$ cat src/rtl/gpd_pkg.sv
`default_nettype none
package gpd_pkg;

  // The state arrays are four deep and the pad field is two bits wide.
  localparam int unsigned DEPTH             = 4;
  localparam int unsigned PAD_W             = 2;
  localparam int unsigned DEFAULT_PAD_COUNT = 4;
  localparam int unsigned TIMEOUT_W         = 16;
  localparam logic [TIMEOUT_W-1:0] TIMEOUT_RESET = 16'd250;

  localparam logic OP_REPORT    = 1'b0;
  localparam logic OP_TICK      = 1'b1;
  localparam logic KIND_CHANGE  = 1'b0;
  localparam logic KIND_RELEASE = 1'b1;

  typedef enum logic [0:0] {
    ST_IDLE,
    ST_SCAN
  } gpd_state_t;

  typedef struct packed {
    logic take_report;
    logic take_tick;
    logic emit_release;
  } gpd_cmd_t;

  typedef struct packed {
    logic out_free;
    logic pending;
  } gpd_status_t;

endpackage
`default_nettype wire

$ cat src/rtl/gpd_if.sv
`default_nettype none
interface gpd_in_if;
  logic       valid;
  logic       ready;
  logic       operation;
  logic [7:0] pad_number;
  logic [7:0] direction_byte;
  logic [7:0] button_byte;

  modport source (output valid, output operation, output pad_number,
                  output direction_byte, output button_byte, input ready);
  modport sink   (input valid, input operation, input pad_number,
                  input direction_byte, input button_byte, output ready);
endinterface

interface gpd_out_if;
  logic              valid;
  logic              ready;
  logic [1:0]        pad;
  logic              kind;
  logic signed [1:0] axis_x;
  logic signed [1:0] axis_y;
  logic [7:0]        button_mask;
  logic              last_of_run;

  modport source (output valid, output pad, output kind, output axis_x,
                  output axis_y, output button_mask, output last_of_run,
                  input ready);
  modport sink   (input valid, input pad, input kind, input axis_x,
                  input axis_y, input button_mask, input last_of_run,
                  output ready);
endinterface
`default_nettype wire

$ cat src/rtl/gpd_ctrl.sv
`default_nettype none
module gpd_ctrl (
  input  wire logic                 clk,
  input  wire logic                 rst_n,
  input  wire logic                 in_valid,
  input  wire logic                 in_operation,
  output logic                      in_ready,
  input  wire gpd_pkg::gpd_status_t status,
  output gpd_pkg::gpd_cmd_t         cmd
);

  gpd_pkg::gpd_state_t state_r, state_nxt;

  always_ff @(posedge clk) begin
    if (!rst_n) begin
      state_r <= gpd_pkg::ST_IDLE;
    end else begin
      state_r <= state_nxt;
    end
  end

  always_comb begin
    state_nxt = state_r;
    in_ready  = 1'b0;
    cmd       = '0;
    unique case (state_r)
      gpd_pkg::ST_IDLE: begin
        // A report may load the output register at once, so wait for room.
        in_ready = status.out_free;
        if (in_valid && status.out_free) begin
          if (in_operation == gpd_pkg::OP_TICK) begin
            cmd.take_tick = 1'b1;
            state_nxt     = gpd_pkg::ST_SCAN;
          end else begin
            cmd.take_report = 1'b1;
          end
        end
      end
      gpd_pkg::ST_SCAN: begin
        if (!status.pending) begin
          state_nxt = gpd_pkg::ST_IDLE;
        end else if (status.out_free) begin
          cmd.emit_release = 1'b1;
        end
      end
      default: state_nxt = gpd_pkg::ST_IDLE;
    endcase
  end

endmodule
`default_nettype wire

$ cat src/rtl/gpd_datapath.sv
`default_nettype none
module gpd_datapath #(
  parameter int unsigned PAD_COUNT = gpd_pkg::DEFAULT_PAD_COUNT
) (
  input  wire logic                              clk,
  input  wire logic                              rst_n,
  input  wire logic                              cfg_write_en,
  input  wire logic [gpd_pkg::TIMEOUT_W-1:0]     cfg_write_data,
  input  wire logic [7:0]                        in_pad_number,
  input  wire logic [7:0]                        in_direction_byte,
  input  wire logic [7:0]                        in_button_byte,
  input  wire gpd_pkg::gpd_cmd_t                 cmd,
  output gpd_pkg::gpd_status_t                   status,
  gpd_out_if.source                              out_chan
);

  localparam int unsigned DEPTH  = gpd_pkg::DEPTH;
  localparam int unsigned PAD_W  = gpd_pkg::PAD_W;
  localparam int unsigned TW     = gpd_pkg::TIMEOUT_W;
  localparam int unsigned SERVED = (PAD_COUNT < DEPTH) ? PAD_COUNT : DEPTH;

  logic [TW-1:0]    timeout_r;
  logic [15:0]      stored_r [DEPTH];
  logic [TW-1:0]    count_r  [DEPTH];
  logic [DEPTH-1:0] armed_r;
  logic [DEPTH-1:0] expire_r;

  logic              out_valid_r;
  logic [PAD_W-1:0]  out_pad_r;
  logic              out_kind_r;
  logic signed [1:0] out_ax_r;
  logic signed [1:0] out_ay_r;
  logic [7:0]        out_mask_r;
  logic              out_last_r;

  logic              out_free;
  logic              pad_ok;
  logic [PAD_W-1:0]  pad_idx;
  logic [15:0]       report;
  logic              changed;
  logic [TW-1:0]     timeout_eff;
  logic signed [1:0] dec_ax;
  logic signed [1:0] dec_ay;
  logic [7:0]        dec_mask;
  logic [DEPTH-1:0]  tick_expire;
  logic [PAD_W-1:0]  sel_idx;
  logic              sel_found;
  logic [DEPTH-1:0]  expire_rest;

  assign out_free = !out_valid_r || out_chan.ready;
  assign status.out_free = out_free;
  assign status.pending  = |expire_r;

  assign pad_ok      = {24'd0, in_pad_number} < 32'(SERVED);
  assign pad_idx     = in_pad_number[PAD_W-1:0];
  assign report      = {in_button_byte, in_direction_byte};
  assign changed     = report != stored_r[pad_idx];
  assign timeout_eff = (timeout_r == '0) ? TW'(1) : timeout_r;

  // Down wins over up and right wins over left.
  always_comb begin
    dec_ay = 2'sb00;
    dec_ax = 2'sb00;
    if (in_direction_byte[1]) begin
      dec_ay = 2'sb01;
    end else if (in_direction_byte[0]) begin
      dec_ay = 2'sb11;
    end
    if (in_direction_byte[3]) begin
      dec_ax = 2'sb01;
    end else if (in_direction_byte[2]) begin
      dec_ax = 2'sb11;
    end
    dec_mask = {in_button_byte[7:2], in_direction_byte[5:4]};
  end

  // An armed countdown at one or zero runs out on this tick.
  always_comb begin
    for (int i = 0; i < DEPTH; i++) begin
      tick_expire[i] = armed_r[i] && (count_r[i] <= TW'(1));
    end
  end

  always_comb begin
    sel_idx   = '0;
    sel_found = 1'b0;
    for (int i = 0; i < DEPTH; i++) begin
      if (expire_r[i] && !sel_found) begin
        sel_idx   = PAD_W'(i);
        sel_found = 1'b1;
      end
    end
    expire_rest = expire_r & ~(DEPTH'(1) << sel_idx);
  end

  always_ff @(posedge clk) begin
    if (!rst_n) begin
      timeout_r <= gpd_pkg::TIMEOUT_RESET;
    end else if (cfg_write_en) begin
      timeout_r <= cfg_write_data;
    end
  end

  always_ff @(posedge clk) begin
    if (!rst_n) begin
      armed_r  <= '0;
      expire_r <= '0;
      for (int i = 0; i < DEPTH; i++) begin
        stored_r[i] <= '0;
        count_r[i]  <= '0;
      end
    end else begin
      if (cmd.take_report && pad_ok) begin
        count_r[pad_idx] <= timeout_eff;
        armed_r[pad_idx] <= 1'b1;
        if (changed) begin
          stored_r[pad_idx] <= report;
        end
      end
      if (cmd.take_tick) begin
        expire_r <= tick_expire;
        for (int i = 0; i < DEPTH; i++) begin
          if (tick_expire[i]) begin
            armed_r[i]  <= 1'b0;
            stored_r[i] <= '0;
            count_r[i]  <= '0;
          end else if (armed_r[i]) begin
            count_r[i] <= count_r[i] - TW'(1);
          end
        end
      end
      if (cmd.emit_release) begin
        expire_r <= expire_rest;
      end
    end
  end

  always_ff @(posedge clk) begin
    if (!rst_n) begin
      out_valid_r <= 1'b0;
    end else if (cmd.emit_release || (cmd.take_report && pad_ok && changed)) begin
      out_valid_r <= 1'b1;
    end else if (out_chan.ready) begin
      out_valid_r <= 1'b0;
    end
  end

  always_ff @(posedge clk) begin
    if (cmd.emit_release) begin
      out_pad_r  <= sel_idx;
      out_kind_r <= gpd_pkg::KIND_RELEASE;
      out_ax_r   <= 2'sb00;
      out_ay_r   <= 2'sb00;
      out_mask_r <= '0;
      out_last_r <= expire_rest == '0;
    end else if (cmd.take_report && pad_ok && changed) begin
      out_pad_r  <= pad_idx;
      out_kind_r <= gpd_pkg::KIND_CHANGE;
      out_ax_r   <= dec_ax;
      out_ay_r   <= dec_ay;
      out_mask_r <= dec_mask;
      out_last_r <= 1'b1;
    end
  end

  assign out_chan.valid       = out_valid_r;
  assign out_chan.pad         = out_pad_r;
  assign out_chan.kind        = out_kind_r;
  assign out_chan.axis_x      = out_ax_r;
  assign out_chan.axis_y      = out_ay_r;
  assign out_chan.button_mask = out_mask_r;
  assign out_chan.last_of_run = out_last_r;

endmodule
`default_nettype wire

$ cat src/rtl/gamepad_report_decoder.sv
// A report's result is registered into the output register when the request is accepted.
// A tick first updates all countdowns; the controller then walks the expiry mask, emitting
// one release per expired pad (up to four) as the output has room, then returns to idle.
// Throughput: one report per cycle when the sink keeps up; a scan holds off requests.
// Reset (rst_n, synchronous, active low) clears all pad state and sets the timeout to 250.
`default_nettype none
module gamepad_report_decoder #(
  parameter int unsigned PAD_COUNT = gpd_pkg::DEFAULT_PAD_COUNT
) (
  input  wire logic                          clk,
  input  wire logic                          rst_n,
  input  wire logic                          cfg_write_en,
  input  wire logic [gpd_pkg::TIMEOUT_W-1:0] cfg_write_data,
  gpd_in_if.sink                             in_chan,
  gpd_out_if.source                          out_chan
);

  gpd_pkg::gpd_cmd_t    cmd;
  gpd_pkg::gpd_status_t status;
  logic                 in_ready;

  assign in_chan.ready = in_ready;

  gpd_ctrl u_ctrl (
    .clk          (clk),
    .rst_n        (rst_n),
    .in_valid     (in_chan.valid),
    .in_operation (in_chan.operation),
    .in_ready     (in_ready),
    .status       (status),
    .cmd          (cmd)
  );

  gpd_datapath #(
    .PAD_COUNT (PAD_COUNT)
  ) u_datapath (
    .clk               (clk),
    .rst_n             (rst_n),
    .cfg_write_en      (cfg_write_en),
    .cfg_write_data    (cfg_write_data),
    .in_pad_number     (in_chan.pad_number),
    .in_direction_byte (in_chan.direction_byte),
    .in_button_byte    (in_chan.button_byte),
    .cmd               (cmd),
    .status            (status),
    .out_chan          (out_chan)
  );

endmodule
`default_nettype wire

$ cat src/flat_wrapper.sv
// flat-port wrapper written by rule: the top's interface ports become plain ports
module gamepad_report_decoder_flat 
#(
  parameter int unsigned PAD_COUNT = gpd_pkg::DEFAULT_PAD_COUNT
)
  (clk, rst_n, cfg_write_en, cfg_write_data, in_chan_valid, in_chan_operation, in_chan_pad_number, in_chan_direction_byte, in_chan_button_byte, in_chan_ready, out_chan_valid, out_chan_pad, out_chan_kind, out_chan_axis_x, out_chan_axis_y, out_chan_button_mask, out_chan_last_of_run, out_chan_ready);
  gpd_in_if in_chan_i ();
  gpd_out_if out_chan_i ();
  input  wire logic clk;
  input  wire logic rst_n;
  input  wire logic cfg_write_en;
  input  wire logic [gpd_pkg::TIMEOUT_W-1:0] cfg_write_data;
  input wire logic [$bits(in_chan_i.valid)-1:0] in_chan_valid;
  input wire logic [$bits(in_chan_i.operation)-1:0] in_chan_operation;
  input wire logic [$bits(in_chan_i.pad_number)-1:0] in_chan_pad_number;
  input wire logic [$bits(in_chan_i.direction_byte)-1:0] in_chan_direction_byte;
  input wire logic [$bits(in_chan_i.button_byte)-1:0] in_chan_button_byte;
  output wire logic [$bits(in_chan_i.ready)-1:0] in_chan_ready;
  output wire logic [$bits(out_chan_i.valid)-1:0] out_chan_valid;
  output wire logic [$bits(out_chan_i.pad)-1:0] out_chan_pad;
  output wire logic [$bits(out_chan_i.kind)-1:0] out_chan_kind;
  output wire logic [$bits(out_chan_i.axis_x)-1:0] out_chan_axis_x;
  output wire logic [$bits(out_chan_i.axis_y)-1:0] out_chan_axis_y;
  output wire logic [$bits(out_chan_i.button_mask)-1:0] out_chan_button_mask;
  output wire logic [$bits(out_chan_i.last_of_run)-1:0] out_chan_last_of_run;
  input wire logic [$bits(out_chan_i.ready)-1:0] out_chan_ready;
  assign in_chan_i.valid = in_chan_valid;
  assign in_chan_i.operation = in_chan_operation;
  assign in_chan_i.pad_number = in_chan_pad_number;
  assign in_chan_i.direction_byte = in_chan_direction_byte;
  assign in_chan_i.button_byte = in_chan_button_byte;
  assign in_chan_ready = in_chan_i.ready;
  assign out_chan_valid = out_chan_i.valid;
  assign out_chan_pad = out_chan_i.pad;
  assign out_chan_kind = out_chan_i.kind;
  assign out_chan_axis_x = out_chan_i.axis_x;
  assign out_chan_axis_y = out_chan_i.axis_y;
  assign out_chan_button_mask = out_chan_i.button_mask;
  assign out_chan_last_of_run = out_chan_i.last_of_run;
  assign out_chan_i.ready = out_chan_ready;
  gamepad_report_decoder #(.PAD_COUNT(PAD_COUNT)) u_core (.clk(clk), .rst_n(rst_n), .cfg_write_en(cfg_write_en), .cfg_write_data(cfg_write_data), .in_chan(in_chan_i), .out_chan(out_chan_i));
endmodule
$ cat config.mk
export PLATFORM = sky130hd
export DESIGN_NAME = gamepad_report_decoder_flat
export DESIGN_NICKNAME = d
export VERILOG_FILES = /design/src/rtl/gpd_pkg.sv /design/src/rtl/gpd_if.sv /design/src/rtl/gpd_ctrl.sv /design/src/rtl/gpd_datapath.sv /design/src/rtl/gamepad_report_decoder.sv /design/src/flat_wrapper.sv
export SDC_FILE = /design/constraint.sdc
export NUM_CORES = 1
export LEC_CHECK = 0
export BUFFER_PORTS_ARGS = -buffer_cell sky130_fd_sc_hd__buf_4
export CAP_MARGIN = 20
export CORE_UTILIZATION = 55
export DETAILED_ROUTE_END_ITERATION = 10
export PLACE_DENSITY = 0.71
export SYNTH_ARGS = -nofsm -noshare
export SYNTH_HDL_FRONTEND = slang
export SYNTH_HIERARCHICAL = 1
export SYNTH_SLANG_ARGS = --single-unit
$ cat constraint.sdc
create_clock -name clk -period 4.24 [get_ports clk]
set_input_delay 0 -clock clk [delete_from_list [all_inputs] [get_ports clk]]
set_output_delay 0 -clock clk [all_outputs]
set_load 0.02 [all_outputs]
**Yosys cells after proc, flatten, opt, wreduce, memory -nomap -nowiden**

Memories as Yosys holds them, arrays and structs flattened.
Index checks and enable logic that the tools add are counted.

- Flip-flop bits (word level): 42
- Memory bits (writable): 128
- Bits of input ports: 46
- Output and inout bits: 18
- Word-level logic and storage cells: 167
- Memories kept: 2

Memories:

| memory | words | bits a word | read ports | clocked after Yosys merged registers in | write ports | RTL line | text |
|---|---|---|---|---|---|---|---|
| u_core.u_datapath.count_r | 4 | 16 | 4 | 0 | 4 | gpd_datapath.sv:24 | `logic [TW-1:0] count_r [DEPTH];` |
| u_core.u_datapath.stored_r | 4 | 16 | 1 | 0 | 4 | gpd_datapath.sv:23 | `logic [15:0] stored_r [DEPTH];` |

- Add/subtract/negate cells: 4
- $lt $le $gt $ge: 7
- Eq/ne operators: 1
- Shifts and indexed selects: 1
- Multiplexer cells: 100
- Bitwise operators: 16
- Reductions and logical operators: 25

Operators with widths:

| cell | count |
|---|---|
| 16-bit two-way mux | 15 |
| 1-bit two-way mux | 67 |
| 16-bit by 1-bit less-or-equal comparator with 1-bit output, second input constant | 4 |
| 16-bit by 1-bit subtractor with 16-bit output, second input constant | 4 |
| 16-bit OR reduction | 2 |
| 2-bit two-way mux | 12 |
| 16-bit logical NOT | 1 |
| 4-bit two-way mux | 4 |
| 16-bit inequality test | 1 |
| 1-bit bitwise OR | 12 |
| 1-bit logical AND | 11 |
| 8-bit by 3-bit less-than comparator with 1-bit output, second input constant | 1 |
| 2-bit nonzero test | 3 |
| 4-bit bitwise AND | 1 |
| 1-bit logical NOT | 4 |
| 4-bit logical NOT | 1 |
| 4-bit NOT | 1 |
| 4-bit bitwise OR | 1 |
| 4-bit OR reduction | 1 |
| 1-bit by 2-bit left shift with 4-bit output, first input constant | 1 |
| 2-bit by 3-bit less-than comparator with 1-bit output, second input constant | 1 |
| 1-bit demux with 2-bit select | 1 |
| 2-bit by 1-bit greater-or-equal comparator with 1-bit output, second input constant | 1 |
| 1-bit logical OR | 2 |
| other kinds (2) | 2 |

**Logic depth before layout (Yosys ltp)**

- Depth in word-level cells: 15
- Depth in mapped cells: 12
- Depth with buffers taken out: 9

**Modules after synthesis**

The synthesis kept the hierarchy.

By module, submodules not included:

| module | times used | cells each | area each (um^2) | seq. area each (um^2) |
|---|---|---|---|---|
| gpd_datapath | 1 | 748 | 8428.1 | 4694.5 |
| gpd_ctrl | 1 | 9 | 68.8 | 20.0 |

**Worst setup path before layout**

OpenSTA, ideal clock, no wires.

- Path type: register to register
- From: register u_core.u_datapath.out_valid_r (netlist: u_core/u_datapath/out_chan.valid)
- To: memory u_core.u_datapath.stored_r[3][0] (enable)
- Library setup time: 0.411 ns
- Arrival: 2.892 ns
- Required time: 3.829 ns
- Setup slack: 0.936 ns
- Stages on the path, launching flop included: 10
- Buffers on the path: 1
- Clock period less this slack: 3.304 ns
- Cell sequence: dfxtp_1 > nand2b_1 > buf_4 > nand2_1 > nor3_1 > nor4b_1 > nand2_1 > nor3_1 > nand2_1 > o21ai_0

RTL lines:

| what | RTL line | text |
|---|---|---|
| start: declaration | gpd_datapath.sv:28 | `logic out_valid_r;` |
| start signal: assignment | gpd_datapath.sv:140 | `out_valid_r <= 1'b0;` |
| start signal: assignment | gpd_datapath.sv:142 | `out_valid_r <= 1'b1;` |
| start signal: assignment | gpd_datapath.sv:144 | `out_valid_r <= 1'b0;` |
| end: declaration | gpd_datapath.sv:23 |  |

==> impl_metrics.json <==
{
  "yosysWarnings": 6,
  "gp_congestion": 0.848,
  "yosys.area.top_type_share_pct": 46.3,
  "synth-seq-cells": 170,
  "synth_flop_cell": "edfxtp_1",
  "grt_pass1_wl_mm": 31.4,
  "synthToLayoutAreaGrowth_pct": 20.6,
  "async_flop_share_pct": 0,
  "route.detailed.wl_per_inst_um": 18.7,
  "rr_worst_depth": 8,
  "worst_slew_pin_slew_ps": 864,
  "reg2reg_to": "u_core/u_datapath/count_r[3][11]$_DFFE_PP_",
  "htree_levels": 4,
  "finalMaxSlewViolations": 0,
  "p_leak_nw": 3.73,
  "cts_setup_buffers": 0,
  "final_nets": 918,
  "synth_area_leaders": "edfxtp_1 46%, dfxtp_1 9.2%, and2_1 4.9%",
  "antenna_found_initial": 0,
  "r2r_start": "u_core/u_datapath/out_chan.valid$_SDFFE_PN0P_",
  "cp-startpoint": "u_core/u_datapath/out_chan.valid$_SDFFE_PN0P_",
  "cts_buffers": 17,
  "critPathKind": "flip-flop to flip-flop",
  "cts_num_sinks": 170,
  "syn-mean-instance-area_um2": 11.2,
  "grt_use_total_pct": 26.0,
  "cts_buffer_depth": 2,
  "synth.distinct_cells": 53,
  "r2r_slack_ps": 1070,
  "viasPerCell": 5.87,
  "fin_skew_ps": 8.31,
  "dr.pass1.iters": 5,
  "worstPathRequired_ps": 4300,
  "hold_path_class": "primary input to flip-flop",
  "power.total_mw": 3.81,
  "grt_pass1_vias": 6083,
  "seqCellArea_mm2": 0.00471,
  "powerDensity_mw_per_mm2": 372,
  "crit_end": "u_core/u_datapath/count_r[3][11]$_DFFE_PP_",
  "dieArea_mm2": 0.0160,
  "fin_util_pct": 67.6,
  "drive_above_1_share_pct": 14.4,
  "min_period_ps": 3170,
  "gr-total-overflow": 0,
  "cts_root_buffer": "clkbuf_16",
  "drt_wl_total_mm": 19.9,
  "diodes": 0,
  "yosysSeqAreaShare_pct": 55.5,
  "io_buffer_count": 63,
  "worst_ir_drop_vdd_uv": 291,
  "status": "finished clean",
  "final_cells": 1065,
  "period_share_pct": 74.6,
  "vias": 6256,
  "fp.dieH_um": 126,
  "setup.worst_path.end_class": "flip-flop",
  "postSynthCellCount": 757,
  "fin_hold_ws_ps": 50.7,
  "setup_viol_count_final": 0,
  "max_freq_ghz": 0.316,
  "multiInputGateArea_mm2": 0.00360,
  "cp_max_fo": 17,
  "ant_nets": 0,
  "yosysTopAreaCell": "edfxtp_1",
  "cts.clk_slew.worst_paths_ps": 60,
  "dp.cells": 984,
  "coreArea_mm2": 0.0151,
  "hpwl_mm": 12.9,
  "slew_headroom_pct": 42.2,
  "setup-tns-final_ps": 0,
  "maxCapViolations": 0,
  "finalHoldViolCount": 0,
  "pin_count": 64,
  "start_kind": "flip-flop",
  "cp.arrival_ps": 3220,
  "rows": 45,
  "synth_nets": 811,
  "postCtsHoldBufs": 49,
  "grt_max_degree": 42,
  "worstSkewPairLatency_ps": 430,
  "syn_area_mm2": 0.00850,
  "rsz0062_at_grt": "false",
  "start_util_pct": 56.1,
  "drt_iter0_drc": 535,
  "drc_errors": 0,
  "nFillCells": 1065,
  "die_w_um": 126,
  "synth_edf_count": 131,
  "cts_tree": "done",
  "cts_resized": 0
}
==> kinds of logic (layout without fill, tap and decap cells) <==
kind of cell | after synthesis | after routing | synth area share (%)
mux | 32 | 32 | 6.21
fa+ha+maj | 8 | 8 | 1.18
buf+inv | 48 | 168 | 2.33
simple gates | 310 | 310 | 19.5
compound gates | 122 | 122 | 8.39
flops | 170 | 170 | 55.5
xor+xnor | 67 | 67 | 6.91
==> worst min path at each step <==
stage	start	slack (ps)	cells after the start	to
after floorplan	cfg_write_data[1]	130	2	u_core/u_datapath/timeout_r[1]$_SDFFE_PN1P_
after global placement	cfg_write_data[5]	210	3	u_core/u_datapath/timeout_r[5]$_SDFFE_PN1P_
after detailed placement	cfg_write_data[4]	220	3	u_core/u_datapath/timeout_r[4]$_SDFFE_PN1P_
after CTS	cfg_write_en	30	3	u_core/u_datapath/timeout_r[12]$_SDFFE_PN0P_
after global routing	cfg_write_en	60	3	u_core/u_datapath/timeout_r[15]$_SDFFE_PN0P_
final	cfg_write_en	50	3	u_core/u_datapath/timeout_r[13]$_SDFFE_PN0P_
==> worst max-delay path, stage by stage, from the launching register on <==
cell	delay (ps)
dfxtp_1	320
nand2b_1	140
nand2_1	70
nor3_1	110
nor4b_1	340
nand2_1	450
nor3_1	580
nand2_1	180
nand3_1	600
==> registers in the layout, summed over array words and instances, names as in the netlist <==
register	count
u_core/u_ctrl/state_r	1
u_core/u_datapath/armed_r	4
u_core/u_datapath/count_r	64
u_core/u_datapath/expire_r	4
u_core/u_datapath/out_chan.axis_x	2
u_core/u_datapath/out_chan.axis_y	2
u_core/u_datapath/out_chan.button_mask	8
u_core/u_datapath/out_chan.kind	1
u_core/u_datapath/out_chan.last_of_run	1
u_core/u_datapath/out_chan.pad	2
u_core/u_datapath/out_chan.valid	1
u_core/u_datapath/stored_r	64
u_core/u_datapath/timeout_r	16
==> cells in the final DEF, fill, tap and decap left out, types with 16 or more instances in the layout <==
| cell | Yosys | routed |
|---|---|---|
| nor2_1 | 30 | 30 |
| dfxtp_1 | 39 | 39 |
| o21ai_0 | 65 | 64 |
| mux2i_1 | 16 | 16 |
| xor2_1 | 22 | 22 |
| clkbuf_16 | 0 | 17 |
| dlygate4sd3_1 | 0 | 49 |
| nand2_1 | 86 | 86 |
| nand3_1 | 16 | 16 |
| nor4_1 | 16 | 16 |
| nor3_1 | 24 | 24 |
| a21oi_1 | 20 | 20 |
| edfxtp_1 | 131 | 131 |
| buf_4 | 2 | 72 |
| xnor2_1 | 45 | 45 |
| and2_1 | 67 | 67 |
==> where the power goes <==
| group | total (mW) | switching, mW | leakage [nW] | internal (mW) |
|---|---|---|---|---|
| clock network | 1.60 | 0.621 | 0.289 | 0.982 |
| logic | 0.302 | 0.150 | 1.77 | 0.152 |
| registers | 1.91 | 0.0601 | 1.68 | 1.85 |
| total | 3.81 | 0.831 | 3.73 | 2.98 |
==> routing by layer <==
layer | wire, um | part of all wire (%) | up-vias | GRT usage, %
met5 | 0 | 0 | - | 0
met2 | 9280 | 47 | 220 | 40.9
li1 | - | - | 2979 | -
met1 | 8870 | 45 | 3024 | 36.2
met3 | 1380 | 6.9 | 33 | 4.81
met4 | 368 | 1.8 | 0 | 9.85
==> layout make-up <==
type	count	share of cell area [%]
Clock buffer	20	4.26
Clock inverter	12	1.70
Inverter	15	0.550
Multi-Input combinational cell	539	35.1
Sequential cell	170	46.0
Tap cell	188	2.30
Timing Repair Buffer	121	10.1
==> metrics by stage <==
step                worst slack, ps  area [um^2]
finish                         1070        10200
global route                    824        10200
CTS                            1200        10200
detailed placement             1220         9140
global placement               1320         9140
floorplan                       936         8500
==> Yosys cell counts (5+ instances only) <==
| cell type | count |
|---|---|
| nor2_1 | 30 |
| o21ai_0 | 65 |
| xor2_1 | 22 |
| nor4_1 | 16 |
| dfxtp_1 | 39 |
| mux2i_1 | 16 |
| o22ai_1 | 8 |
| nand2_1 | 86 |
| nand3_1 | 16 |
| ha_1 | 8 |
| o2bb2ai_1 | 9 |
| xnor2_1 | 45 |
| nor2b_1 | 13 |
| or3_1 | 8 |
| and3_1 | 5 |
| a21oi_1 | 20 |
| mux4_2 | 14 |
| edfxtp_1 | 131 |
| or2_2 | 6 |
| nand4_1 | 11 |
| and2_1 | 67 |
| nor3_1 | 24 |
| clkbuf_1 | 26 |
| inv_1 | 15 |
Note: power is estimated with default switching activity, not from simulation.
